**config.mk**
```make
export PLATFORM = sky130hd
export DESIGN_NAME = tail_drop_port_queue_unit
export DESIGN_NICKNAME = d
export VERILOG_FILES = /design/src/tdpq_pkg.sv /design/src/tdpq_ram.sv /design/src/tdpq_regs.sv /design/src/tail_drop_port_queue_unit.sv
export SDC_FILE = /design/constraint.sdc
export NUM_CORES = 2
export LEC_CHECK = 0
export ABC_CLOCK_PERIOD_IN_PS = 8900
export BUFFER_PORTS_ARGS = -buffer_cell sky130_fd_sc_hd__buf_2
export CAP_MARGIN = 20
export CORE_UTILIZATION = 50
export DETAILED_ROUTE_END_ITERATION = 12
export PLACE_DENSITY_LB_ADDON = 0.12
export SYNTH_ARGS = -nofsm -noshare
export SYNTH_HDL_FRONTEND = slang
export SYNTH_HIERARCHICAL = 1
export SYNTH_SLANG_ARGS = --single-unit
```
**constraint.sdc**
```tcl
create_clock -name clk -period 8.9 [get_ports clk]
set_input_delay 0.445 -clock clk [delete_from_list [all_inputs] [get_ports clk]]
set_output_delay 0.445 -clock clk [all_outputs]
set_load 0.005 [all_outputs]
```
**src/tdpq_pkg.sv**
```systemverilog
// ----------------------------------------------------------------------------
// tdpq_pkg
// Shared types and constants for the tail-drop port queue.
// ----------------------------------------------------------------------------
package tdpq_pkg;

  localparam int QUEUE_DEPTH = 64;
  localparam int PTR_W       = $clog2(QUEUE_DEPTH);
  localparam int CNT_W       = $clog2(QUEUE_DEPTH + 1);
  localparam int BYTE_W      = $clog2(QUEUE_DEPTH * 65536);

  localparam int TAG_W       = 16;
  localparam int LEN_W       = 16;
  localparam int ENTRY_W     = TAG_W + LEN_W;

  localparam int PKT_LIM_W   = 7;
  localparam int BYTE_LIM_W  = 22;
  localparam int PADDR_W     = 3;
  localparam int PDATA_W     = 32;

  localparam logic [31:0] PKT_FIELD_MAX  = 32'd127;
  localparam logic [31:0] BYTE_FIELD_MAX = 32'd4194303;

  typedef enum logic [1:0] {
    OP_PACKET  = 2'd0,
    OP_DONE    = 2'd1,
    OP_CONTROL = 2'd2
  } op_t;

  typedef enum logic [2:0] {
    ACT_START   = 3'd0,
    ACT_QUEUED  = 3'd1,
    ACT_DROPPED = 3'd2,
    ACT_IDLE    = 3'd3,
    ACT_CONTROL = 3'd4
  } action_t;

  typedef enum logic {
    REG_PACKET_LIMIT = 1'b0,
    REG_BYTE_LIMIT   = 1'b1
  } reg_idx_t;

  typedef struct packed {
    logic [PKT_LIM_W-1:0]  packet_limit;
    logic [BYTE_LIM_W-1:0] byte_limit;
  } cfg_t;

endpackage

```
**src/tdpq_ram.sv**
```systemverilog
// ----------------------------------------------------------------------------
// tdpq_ram
// Simple dual-port RAM, one write port and one read port with registered
// read data (read-first on address collision).
// ----------------------------------------------------------------------------
module tdpq_ram #(
  parameter int WIDTH = 32,
  parameter int DEPTH = 64,
  localparam int AW   = $clog2(DEPTH)
) (
  input  logic             clk,
  input  logic             we,
  input  logic [AW-1:0]    waddr,
  input  logic [WIDTH-1:0] wdata,
  input  logic [AW-1:0]    raddr,
  output logic [WIDTH-1:0] rdata
);

  logic [WIDTH-1:0] mem [DEPTH];

  always_ff @(posedge clk) begin
    if (we) begin
      mem[waddr] <= wdata;
    end
    rdata <= mem[raddr];
  end

endmodule

```
**src/tdpq_regs.sv**
```systemverilog
// ----------------------------------------------------------------------------
// tdpq_regs
// APB-style configuration registers: packet limit and byte limit.
// ----------------------------------------------------------------------------
module tdpq_regs (
  input  logic                          clk,
  input  logic                          rst_n,
  input  logic                          psel,
  input  logic                          penable,
  input  logic                          pwrite,
  input  logic [tdpq_pkg::PADDR_W-1:0]  paddr,
  input  logic [tdpq_pkg::PDATA_W-1:0]  pwdata,
  output logic [tdpq_pkg::PDATA_W-1:0]  prdata,
  output logic                          pready,
  output tdpq_pkg::cfg_t                cfg
);

  tdpq_pkg::cfg_t   cfg_r;
  tdpq_pkg::cfg_t   cfg_nxt;
  logic             wr_en;
  logic             idx;

  assign pready = 1'b1;
  assign wr_en  = psel && penable && pwrite;
  assign idx    = paddr[2];
  assign cfg    = cfg_r;

  always_comb begin
    cfg_nxt = cfg_r;
    if (wr_en) begin
      case (idx)
        tdpq_pkg::REG_PACKET_LIMIT: begin
          cfg_nxt.packet_limit = pwdata[tdpq_pkg::PKT_LIM_W-1:0];
        end
        tdpq_pkg::REG_BYTE_LIMIT: begin
          cfg_nxt.byte_limit = pwdata[tdpq_pkg::BYTE_LIM_W-1:0];
        end
        default: begin
          cfg_nxt = cfg_r;
        end
      endcase
    end
  end

  always_comb begin
    case (idx)
      tdpq_pkg::REG_PACKET_LIMIT: begin
        prdata = tdpq_pkg::PDATA_W'(cfg_r.packet_limit);
      end
      tdpq_pkg::REG_BYTE_LIMIT: begin
        prdata = tdpq_pkg::PDATA_W'(cfg_r.byte_limit);
      end
      default: begin
        prdata = '0;
      end
    endcase
  end

  always_ff @(posedge clk) begin
    if (!rst_n) begin
      cfg_r <= '0;
    end else begin
      cfg_r <= cfg_nxt;
    end
  end

endmodule

```
**src/tail_drop_port_queue_unit.sv**
```systemverilog
// ----------------------------------------------------------------------------
// tail_drop_port_queue_unit
// Egress port queue: busy flag plus a FIFO of packet tags and lengths with
// packet-count and byte-count tail-drop limits.
// Input register at accept, result register when the input stage fires (held
// while a result waits). Throughput: one request per cycle while results are
// taken, set by the single update of queue state per cycle; the head entry is
// held in registers and the next is prefetched from the RAM's registered port.
// Reset (synchronous, rst_n low): transmitter idle, queue empty, limits 0.
// ----------------------------------------------------------------------------
module tail_drop_port_queue_unit (
  input  logic                          clk,
  input  logic                          rst_n,

  input  logic                          in_valid,
  output logic                          in_ready,
  input  logic [1:0]                    in_op,
  input  logic [15:0]                   in_packet_tag,
  input  logic [15:0]                   in_packet_length,

  output logic                          out_valid,
  input  logic                          out_ready,
  output logic [2:0]                    out_action,
  output logic [15:0]                   out_tag,
  output logic [15:0]                   out_length,
  output logic [6:0]                    out_queued_packets,
  output logic [21:0]                   out_queued_bytes,
  output logic                          out_busy_res,

  input  logic                          psel,
  input  logic                          penable,
  input  logic                          pwrite,
  input  logic [tdpq_pkg::PADDR_W-1:0]  paddr,
  input  logic [tdpq_pkg::PDATA_W-1:0]  pwdata,
  output logic [tdpq_pkg::PDATA_W-1:0]  prdata,
  output logic                          pready
);

  localparam int PTR_W   = tdpq_pkg::PTR_W;
  localparam int CNT_W   = tdpq_pkg::CNT_W;
  localparam int BYTE_W  = tdpq_pkg::BYTE_W;
  localparam int ENTRY_W = tdpq_pkg::ENTRY_W;

  tdpq_pkg::cfg_t cfg;

  // input stage
  logic                       s1_valid_r;
  logic [1:0]                 s1_op_r;
  logic [15:0]                s1_tag_r;
  logic [15:0]                s1_len_r;
  logic                       s1_fire;
  logic                       out_free;

  // queue state
  logic                       busy_r, busy_nxt;
  logic [CNT_W-1:0]           cnt_r, cnt_nxt;
  logic [BYTE_W-1:0]          bytes_r, bytes_nxt;
  logic [PTR_W-1:0]           hd_ptr_r, hd_ptr_nxt;
  logic [PTR_W-1:0]           tl_ptr_r, tl_ptr_nxt;
  logic [ENTRY_W-1:0]         hd_data_r, hd_data_nxt;
  logic                       byp_r, byp_nxt;
  logic [ENTRY_W-1:0]         byp_data_r;

  // memory port
  logic                       ram_we;
  logic [ENTRY_W-1:0]         ram_wdata;
  logic [PTR_W-1:0]           ram_raddr;
  logic [ENTRY_W-1:0]         ram_rdata;
  logic [ENTRY_W-1:0]         second;

  // result
  tdpq_pkg::action_t          act;
  logic [15:0]                res_tag;
  logic [15:0]                res_len;
  logic                       drop;

  logic                       out_valid_r;
  tdpq_pkg::action_t          out_action_r;
  logic [15:0]                out_tag_r;
  logic [15:0]                out_length_r;
  logic [6:0]                 out_pkts_r;
  logic [21:0]                out_bytes_r;
  logic                       out_busy_r;

  function automatic logic [PTR_W-1:0] next_slot(input logic [PTR_W-1:0] p);
    next_slot = (p == PTR_W'(tdpq_pkg::QUEUE_DEPTH - 1)) ? '0 : p + 1'b1;
  endfunction

  tdpq_regs u_regs (
    .clk     (clk),
    .rst_n   (rst_n),
    .psel    (psel),
    .penable (penable),
    .pwrite  (pwrite),
    .paddr   (paddr),
    .pwdata  (pwdata),
    .prdata  (prdata),
    .pready  (pready),
    .cfg     (cfg)
  );

  tdpq_ram #(
    .WIDTH (ENTRY_W),
    .DEPTH (tdpq_pkg::QUEUE_DEPTH)
  ) u_ram (
    .clk   (clk),
    .we    (ram_we),
    .waddr (tl_ptr_r),
    .wdata (ram_wdata),
    .raddr (ram_raddr),
    .rdata (ram_rdata)
  );

  assign out_free = !out_valid_r || out_ready;
  assign s1_fire  = s1_valid_r && out_free;
  assign in_ready = !s1_valid_r || out_free;

  assign second    = byp_r ? byp_data_r : ram_rdata;
  assign ram_wdata = {s1_tag_r, s1_len_r};

  always_comb begin
    busy_nxt    = busy_r;
    cnt_nxt     = cnt_r;
    bytes_nxt   = bytes_r;
    hd_ptr_nxt  = hd_ptr_r;
    tl_ptr_nxt  = tl_ptr_r;
    hd_data_nxt = hd_data_r;
    ram_we      = 1'b0;
    act         = tdpq_pkg::ACT_CONTROL;
    res_tag     = s1_tag_r;
    res_len     = '0;
    drop        = 1'b0;
    if (s1_fire) begin
      case (s1_op_r)
        tdpq_pkg::OP_PACKET: begin
          res_len = s1_len_r;
          if (!busy_r) begin
            busy_nxt = 1'b1;
            act      = tdpq_pkg::ACT_START;
          end else begin
            drop = (32'(cnt_r) >= 32'(tdpq_pkg::QUEUE_DEPTH))
                || ((cfg.packet_limit != '0)
                    && (32'(cnt_r) >= 32'(cfg.packet_limit)))
                || ((cfg.byte_limit != '0)
                    && ((32'(bytes_r) + 32'(s1_len_r)) > 32'(cfg.byte_limit)));
            if (drop) begin
              act = tdpq_pkg::ACT_DROPPED;
            end else begin
              act        = tdpq_pkg::ACT_QUEUED;
              ram_we     = 1'b1;
              tl_ptr_nxt = next_slot(tl_ptr_r);
              cnt_nxt    = cnt_r + 1'b1;
              bytes_nxt  = bytes_r + BYTE_W'(s1_len_r);
              if (cnt_r == '0) begin
                hd_data_nxt = {s1_tag_r, s1_len_r};
              end
            end
          end
        end
        tdpq_pkg::OP_DONE: begin
          if (cnt_r == '0) begin
            busy_nxt = 1'b0;
            act      = tdpq_pkg::ACT_IDLE;
            res_tag  = '0;
            res_len  = '0;
          end else begin
            act         = tdpq_pkg::ACT_START;
            res_tag     = hd_data_r[ENTRY_W-1 -: 16];
            res_len     = hd_data_r[15:0];
            busy_nxt    = 1'b1;
            hd_ptr_nxt  = next_slot(hd_ptr_r);
            cnt_nxt     = cnt_r - 1'b1;
            bytes_nxt   = bytes_r - BYTE_W'(hd_data_r[15:0]);
            hd_data_nxt = second;
          end
        end
        default: begin
          act     = tdpq_pkg::ACT_CONTROL;
          res_tag = s1_tag_r;
          res_len = '0;
        end
      endcase
    end
  end

  // prefetch the entry behind the head; catch a write that races the read
  assign ram_raddr = next_slot(hd_ptr_nxt);
  assign byp_nxt   = ram_we && (tl_ptr_r == ram_raddr);

  always_ff @(posedge clk) begin
    if (!rst_n) begin
      s1_valid_r  <= 1'b0;
      busy_r      <= 1'b0;
      cnt_r       <= '0;
      bytes_r     <= '0;
      hd_ptr_r    <= '0;
      tl_ptr_r    <= '0;
      byp_r       <= 1'b0;
      out_valid_r <= 1'b0;
    end else begin
      if (in_ready) begin
        s1_valid_r <= in_valid;
      end
      busy_r   <= busy_nxt;
      cnt_r    <= cnt_nxt;
      bytes_r  <= bytes_nxt;
      hd_ptr_r <= hd_ptr_nxt;
      tl_ptr_r <= tl_ptr_nxt;
      byp_r    <= byp_nxt;
      if (s1_fire) begin
        out_valid_r <= 1'b1;
      end else if (out_ready) begin
        out_valid_r <= 1'b0;
      end
    end
  end

  always_ff @(posedge clk) begin
    if (in_ready && in_valid) begin
      s1_op_r  <= in_op;
      s1_tag_r <= in_packet_tag;
      s1_len_r <= in_packet_length;
    end
    hd_data_r  <= hd_data_nxt;
    byp_data_r <= ram_wdata;
    if (s1_fire) begin
      out_action_r <= act;
      out_tag_r    <= res_tag;
      out_length_r <= res_len;
      out_pkts_r   <= (32'(cnt_nxt) > tdpq_pkg::PKT_FIELD_MAX) ? 7'h7f : 7'(cnt_nxt);
      out_bytes_r  <= (32'(bytes_nxt) > tdpq_pkg::BYTE_FIELD_MAX) ? 22'h3fffff
                    : 22'(bytes_nxt);
      out_busy_r   <= busy_nxt;
    end
  end

  assign out_valid          = out_valid_r;
  assign out_action         = out_action_r;
  assign out_tag            = out_tag_r;
  assign out_length         = out_length_r;
  assign out_queued_packets = out_pkts_r;
  assign out_queued_bytes   = out_bytes_r;
  assign out_busy_res       = out_busy_r;

`ifndef SYNTHESIS
  a_idle_empty: assert property (@(posedge clk) disable iff (!rst_n)
    !busy_r |-> (cnt_r == '0))
    else $error("queue holds packets while transmitter idle");

  a_cnt_bound: assert property (@(posedge clk) disable iff (!rst_n)
    32'(cnt_r) <= 32'(tdpq_pkg::QUEUE_DEPTH))
    else $error("queue count beyond depth");

  a_idle_result: assert property (@(posedge clk) disable iff (!rst_n)
    (out_valid_r && (out_action_r == tdpq_pkg::ACT_IDLE))
      |-> (!out_busy_r && (out_pkts_r == '0)))
    else $error("idle result with busy flag or queued packets");

  a_empty_ptrs: assert property (@(posedge clk) disable iff (!rst_n)
    (cnt_r == '0) |-> (hd_ptr_r == tl_ptr_r))
    else $error("pointers differ on empty queue");
`endif

endmodule

```
# After elaboration in Yosys (flattened, before gate mapping)
# Memory sizes are Yosys's and may differ from the RTL's. A register that Yosys moved wholly into a read port is not among the register bits.
# Index checks and enable logic that the tools add are counted.
[totals]
ff_bits = 237
ramBits = 2048
in_bits = 76
output_inout_bits = 100
elab_cells = 109
memories = 1
[classes]
addsub = 8
magnitude_cmp = 3
n_eq_ne = 9
mux = 42
n_bitwise = 2
reduce_logical = 23
[memory_table]
columns = ["memory", "words", "word_bits", "rd", "rd_ports_with_merged_regs", "write_ports", "line_no", "source"]
rows = [
  ["u_ram.mem", 64, 32, 1, 1, 1, "tdpq_ram.sv:19", "logic [WIDTH-1:0] mem [DEPTH];"],
]
[op_table]
columns = ["operator", "n"]
rows = [
  ["32-bit 2-to-1 mux", 5],
  ["32-bit one-hot mux with 2 select lines", 2],
  ["22-bit 2-to-1 mux", 4],
  ["16-bit 2-to-1 mux", 3],
  ["22-bit one-hot mux with 2 select lines", 1],
  ["6-bit 2-to-1 mux", 6],
  ["16-bit one-hot mux with 2 select lines", 1],
  ["7-bit 2-to-1 mux", 4],
  ["22-bit by 16-bit adder with 23-bit output", 1],
  ["23-bit by 22-bit > comparator with 1-bit output", 1],
  ["22-bit by 16-bit adder with 22-bit output", 1],
  ["22-bit nonzero test", 1],
  ["22-bit by 16-bit subtractor with 22-bit output", 1],
  ["6-bit by 1-bit adder with 6-bit output, second input constant", 3],
  ["6-bit == test, second input constant", 3],
  ["7-bit one-hot mux with 2 select lines", 1],
  ["1-bit 2-to-1 mux", 10],
  ["2-bit inequality test, second input constant", 4],
  ["7-bit by 1-bit adder with 7-bit output, second input constant", 1],
  ["7-bit greater-or-equal comparator", 1],
  ["7-bit greater-or-equal comparator, second input constant", 1],
  ["1-bit logical AND", 7],
  ["7-bit logical NOT", 1],
  ["7-bit nonzero test", 1],
  ["14 further kinds", 23],
]

# Depth between registers and ports, before layout
[logic_depth]
ltp_word = 10
mapped_depth = 22
depth_no_buf = 21

# Cells and area by module
# The synthesis kept the hierarchy.
[modules_own_cells]
columns = ["module", "instances", "cells_each", "area_each_um2", "seq_area_each_um2"]
rows = [
  ["tdpq_ram", 1, 3324, 78515.3, 62139.6],
  ["tail_drop_port_queue_unit", 1, 1155, 11394.7, 5475.3],
  ["tdpq_regs", 1, 158, 1427.6, 580.6],
]

# Least setup slack after synthesis
# OpenSTA, ideal clock, no wires.
[synth_timing]
path_kind = "register to register"
start = "register s1_len_r[0]"
end = "memory u_ram.mem[49][0], enable pin"
setup_time_ps = 461
arrival_time_ps = 7324
required_ps = 8439
setup_slack_ps = 1116
path_stages_with_launch = 23
n_path_buf = 1
synth_period_minus_slack_ps = 7784
path_cell_list = "edfxtp_1 > ha_1 > inv_1 > fa_1 > nor2b_1 > o31a_1 > o31ai_1 > a31oi_1 > and2_1 > xor2_1 > ha_1 > a21o_1 > a21oi_1 > nand2_1 > a211oi_1 > a31oi_1 > nor2_1 > clkbuf_1 > nand2_1 > inv_1 > nor2b_1 > nand4_1 > nor3_1"
[synth_between]
elab_chain_cells = 10
[synth_rtl]
columns = ["item", "line_no", "source"]
rows = [
  ["start, declared", "tail_drop_port_queue_unit.sv:50", "logic [15:0] s1_len_r;"],
  ["start signal, assigned", "tail_drop_port_queue_unit.sv:222", "s1_len_r <= in_packet_length;"],
  ["22-bit by 16-bit adder with 23-bit output", "tail_drop_port_queue_unit.sv:145", "&& ((32'(bytes_r) + 32'(s1_len_r)) > 32'(cfg.byte_limit)));"],
  ["23-bit by 22-bit > comparator with 1-bit output", "tail_drop_port_queue_unit.sv:145", ""],
  ["1-bit logical AND", "tail_drop_port_queue_unit.sv:145", ""],
  ["1-bit logical OR", "tail_drop_port_queue_unit.sv:144", "|| ((cfg.byte_limit != '0)"],
  ["1-bit 2-to-1 mux", "tail_drop_port_queue_unit.sv:146", "if (drop) begin"],
  ["1-bit 2-to-1 mux", "tail_drop_port_queue_unit.sv:137", "if (!busy_r) begin"],
  ["1-bit 2-to-1 mux", "tail_drop_port_queue_unit.sv:134", "case (s1_op_r)"],
  ["1-bit 2-to-1 mux", "tail_drop_port_queue_unit.sv:133", "if (s1_fire) begin"],
  ["named net ram_we", "tail_drop_port_queue_unit.sv:65", "logic ram_we;"],
  ["1-bit 2-to-1 mux", "tdpq_ram.sv:22", "if (we) begin"],
  ["1-bit 2-to-1 mux (implied by the code)", "tdpq_ram.sv:23", "mem[waddr] <= wdata;"],
  ["end, declared", "tdpq_ram.sv:19", ""],
]
# The timed path passes the listed nets, and every way through them passes these cells.

# Worst setup path in the final report
[layout_timing]
start = "register s1_len_r[0]"
end = "memory u_ram.mem[62][3], enable pin"
# Same word-level chain as after synthesis.

==> impl_metrics.tcl <==
set metrics [dict create \
    drt_iter0_markers 4971 \
    vias 47100 \
    post-place-cells 7081 \
    cts_root_buf "clkbuf_16" \
    grt_max_degree 86 \
    synth_cells 4637 \
    dpl_worst_slack_ns 1.35 \
    hold_viol 0 \
    die_h_um 429 \
    ys_ff_latch 2317 \
    post-cts-setup-buffer-count 0 \
    initial_core_util_pct 50.4 \
    fin_ws_ns 1.16 \
    critPathKind "flip-flop to flip-flop" \
    slew-limit-headroom_pct 22.9 \
    holdCritPathClass "input port to flip-flop" \
    grt_pass1_vias 47100 \
    drive_gt1_share_pct 25.1 \
    firstDrtPassIters 6 \
    switching_power_mw 4.57 \
    clk_latency_ns 0.88 \
    viasPerCell 6.22 \
    min_period_over_period_pct 87.0 \
    arrival_ns 8.29 \
    setup_viol 0 \
    wl_per_cell_um 32.1 \
    rows 156 \
    die_w_um 429 \
    synth_area_per_cell_um2 19.7 \
    drt-total-wl_um 243000 \
    synth-edff-count 2179 \
    cp-end-kind "flip-flop" \
    ant_nets 0 \
    p_clk_share_pct 42.2 \
    routabilityCongestion 0.877 \
    clock_skew_ns 0.0561 \
    combPwrFrac_pct 3.0 \
    drc 0 \
    start_kind "flip-flop" \
    critPathMaxFanout 17 \
    synth_ff_type "edfxtp_1" \
    worstHoldPathCells 3 \
    cp.required_ns 9.45 \
    p_leak_nw 33.5 \
    cts_tree "built" \
    syn_area_um2 91300 \
    p_seq_share_pct 54.9 \
    ys_seq_area_share_pct 74.7 \
    setup-tns-final_ns 0 \
    maxSlewViolCount 0 \
    synthDistinctLibCells 92 \
    yosys_warnings 6 \
    clk_pin_slew_ns 0.06 \
    grt_overflow_total 0 \
    power_density_nw_per_um2 211 \
    final_cells 7573 \
    fp.dieArea_um2 184000 \
    core-area_um2 181000 \
    rsz0062_at_grt "no" \
    post-route-min-period_ns 7.74 \
    async_flop_share_pct 0 \
    antenna_found_initial 9 \
    r2r_cells 23 \
    grt_usage_pct 26.5 \
    max-cap-violations 0 \
    final_nets 5144 \
    pin_count 176 \
    worst_pin_slew_ns 1.16 \
    cts.path.max_buffers 3 \
    ir_drop_mv 0.196 \
    status "finished clean" \
    dpl.hpwl_um 143000 \
    area_growth_pct 13.5 \
    cts.sinks 2317 \
    io_buffers 152 \
    grt_pass1_wl_um 345000 \
    fmaxAchievable_mhz 129 \
    p_sw_share_pct 20.9 \
    internal_power_mw 17.3 \
    cts_buffers 227 \
    cts-htree-levels 4 \
]
-- metrics by stage --
stage / util (%) / hold slack, ns / power, mW / instance area, um^2
floorplan: - / 0.444 / 12.6 / 91400
global placement: 53.0 / 0.450 / 12.8 / 95900
detailed placement: 53.0 / 0.468 / 12.9 / 95900
CTS: 57.2 / 0.163 / 22.0 / 104000
global route: 57.2 / 0.208 / 22.5 / 104000
finish: 57.2 / 0.212 / 21.9 / 104000
-- cell type report --
| class | instances | area, um^2 |
|---|---|---|
| inverters | 69 | 260 |
| clock inverters | 120 | 948 |
| fillers | 13500 | 77500 |
| flip-flops and latches | 2317 | 68200 |
| repair buffers | 388 | 2900 |
| multi-input cells | 1996 | 22200 |
| well taps | 2370 | 2970 |
| diodes | 12 | 30.0 |
| clock buffers | 301 | 6180 |
-- layer usage --
layer | track usage [%] | up-vias | share of wire (%)
li1 | - | 19800 | -
met3 | 4.22 | 338 | 6.5
met2 | 44.1 | 1810 | 50
met1 | 35.9 | 25200 | 40
met4 | 8.92 | 0 | 3.2
met5 | 0 | - | 0
-- power by group through the flow --
stage / logic [mW] / clock network, mW / registers [mW]
5_1_grt: 0.695 / 9.77 / 12.0
3_3_place_gp: 0.621 / 0 / 12.2
2_1_floorplan: 0.275 / 0 / 12.3
4_1_cts: 0.654 / 9.38 / 12.0
6_report: 0.649 / 9.21 / 12.0
3_5_place_dp: 0.633 / 0 / 12.2
-- layout by cell type, fill, tap and decap left out, types with 24 or more instances in the layout --
cell type / count
nor3_1: 28
o21ai_0: 95
clkinv_2: 33
clkinv_1: 54
buf_2: 152
dlygate4sd3_1: 58
o22ai_1: 91
inv_1: 66
nand2_1: 210
nor2_1: 127
mux2i_1: 160
a21oi_1: 121
edfxtp_1: 2179
clkbuf_16: 231
nand3_1: 53
nor2_4: 66
mux4_2: 544
clkbuf_1: 56
a31oi_1: 26
ha_1: 66
o221ai_1: 28
dfxtp_1: 137
buf_4: 160
and2_1: 24
-- cell usage after synthesis, types with 53 or more instances --
cell | instances | area (um^2)
o21ai_0 | 95 | 475
inv_1 | 67 | 251
a21oi_1 | 122 | 611
mux4_2 | 544 | 12300
o22ai_1 | 91 | 569
nand3_1 | 53 | 265
clkbuf_1 | 124 | 465
ha_1 | 67 | 838
edfxtp_1 | 2179 | 65400
nand2_1 | 210 | 788
dfxtp_1 | 138 | 2760
mux2i_1 | 160 | 1600
nor2_1 | 193 | 724
buf_2 | 66 | 330
-- final timing paths --
path | startpoint | end | slack, ns
min | out_ready | out_valid$_SDFFE_PN0P_ | 0.21
max reg2reg | s1_len_r[0]$_DFFE_PP_ | u_ram/mem[62][3]$_DFFE_PP_ | 1.16
max | s1_len_r[0]$_DFFE_PP_ | u_ram/mem[62][3]$_DFFE_PP_ | 1.16
min reg2reg | tl_ptr_r[3]$_SDFFE_PN0P_ | tl_ptr_r[3]$_SDFFE_PN0P_ | 0.48
-- state kept, by name (all words and copies together), names as in the netlist, 16 cells and up --
| signal | cells |
|---|---|
| byp_data_r | 32 |
| bytes_r | 22 |
| hd_data_r | 32 |
| out_length | 16 |
| out_queued_bytes | 22 |
| out_tag | 16 |
| s1_len_r | 16 |
| s1_tag_r | 16 |
| u_ram/mem | 2048 |
| u_ram/rdata | 32 |
| u_regs/cfg | 29 |
-- worst max-delay path: stages, from the launching register on --
cell,delay [ns]
edfxtp_1,0.44
ha_1,0.22
inv_1,0.06
fa_1,0.41
nor2b_1,0.16
o31a_1,0.24
o31ai_1,0.11
a31oi_1,0.81
and2_1,0.28
xor2_1,0.24
ha_1,0.29
a21o_1,0.18
a21oi_1,0.24
nand2_1,0.09
a211oi_1,0.27
a31oi_1,0.24
nor2_1,0.16
buf_4,0.20
nand2_1,0.11
inv_1,0.35
nor2b_1,0.31
nand3_1,0.75
nor2_4,0.97
buf_12,0.26
-- cells by family (layout without fill, tap and decap cells) --
kind of cell | after synthesis | count (layout) | synth area share, %
XOR/XNOR | 39 | 39 | 0.404
AND/OR/NAND/NOR | 653 | 653 | 3.33
buffers and inverters | 333 | 878 | 1.70
other | 2 | 23 | 0.00822
adder cells (fa/ha/maj) | 69 | 69 | 0.962
multiplexers | 711 | 711 | 15.3
flip-flops | 2317 | 2317 | 74.7
AO/OA/AOI/OAI | 513 | 513 | 3.68
-- repair_timing --
action,CTS,global route
resized for setup,0,0
hold endpoints to repair,64,0
hold buffers,58,0
Note: power is estimated with default switching activity, not from simulation.
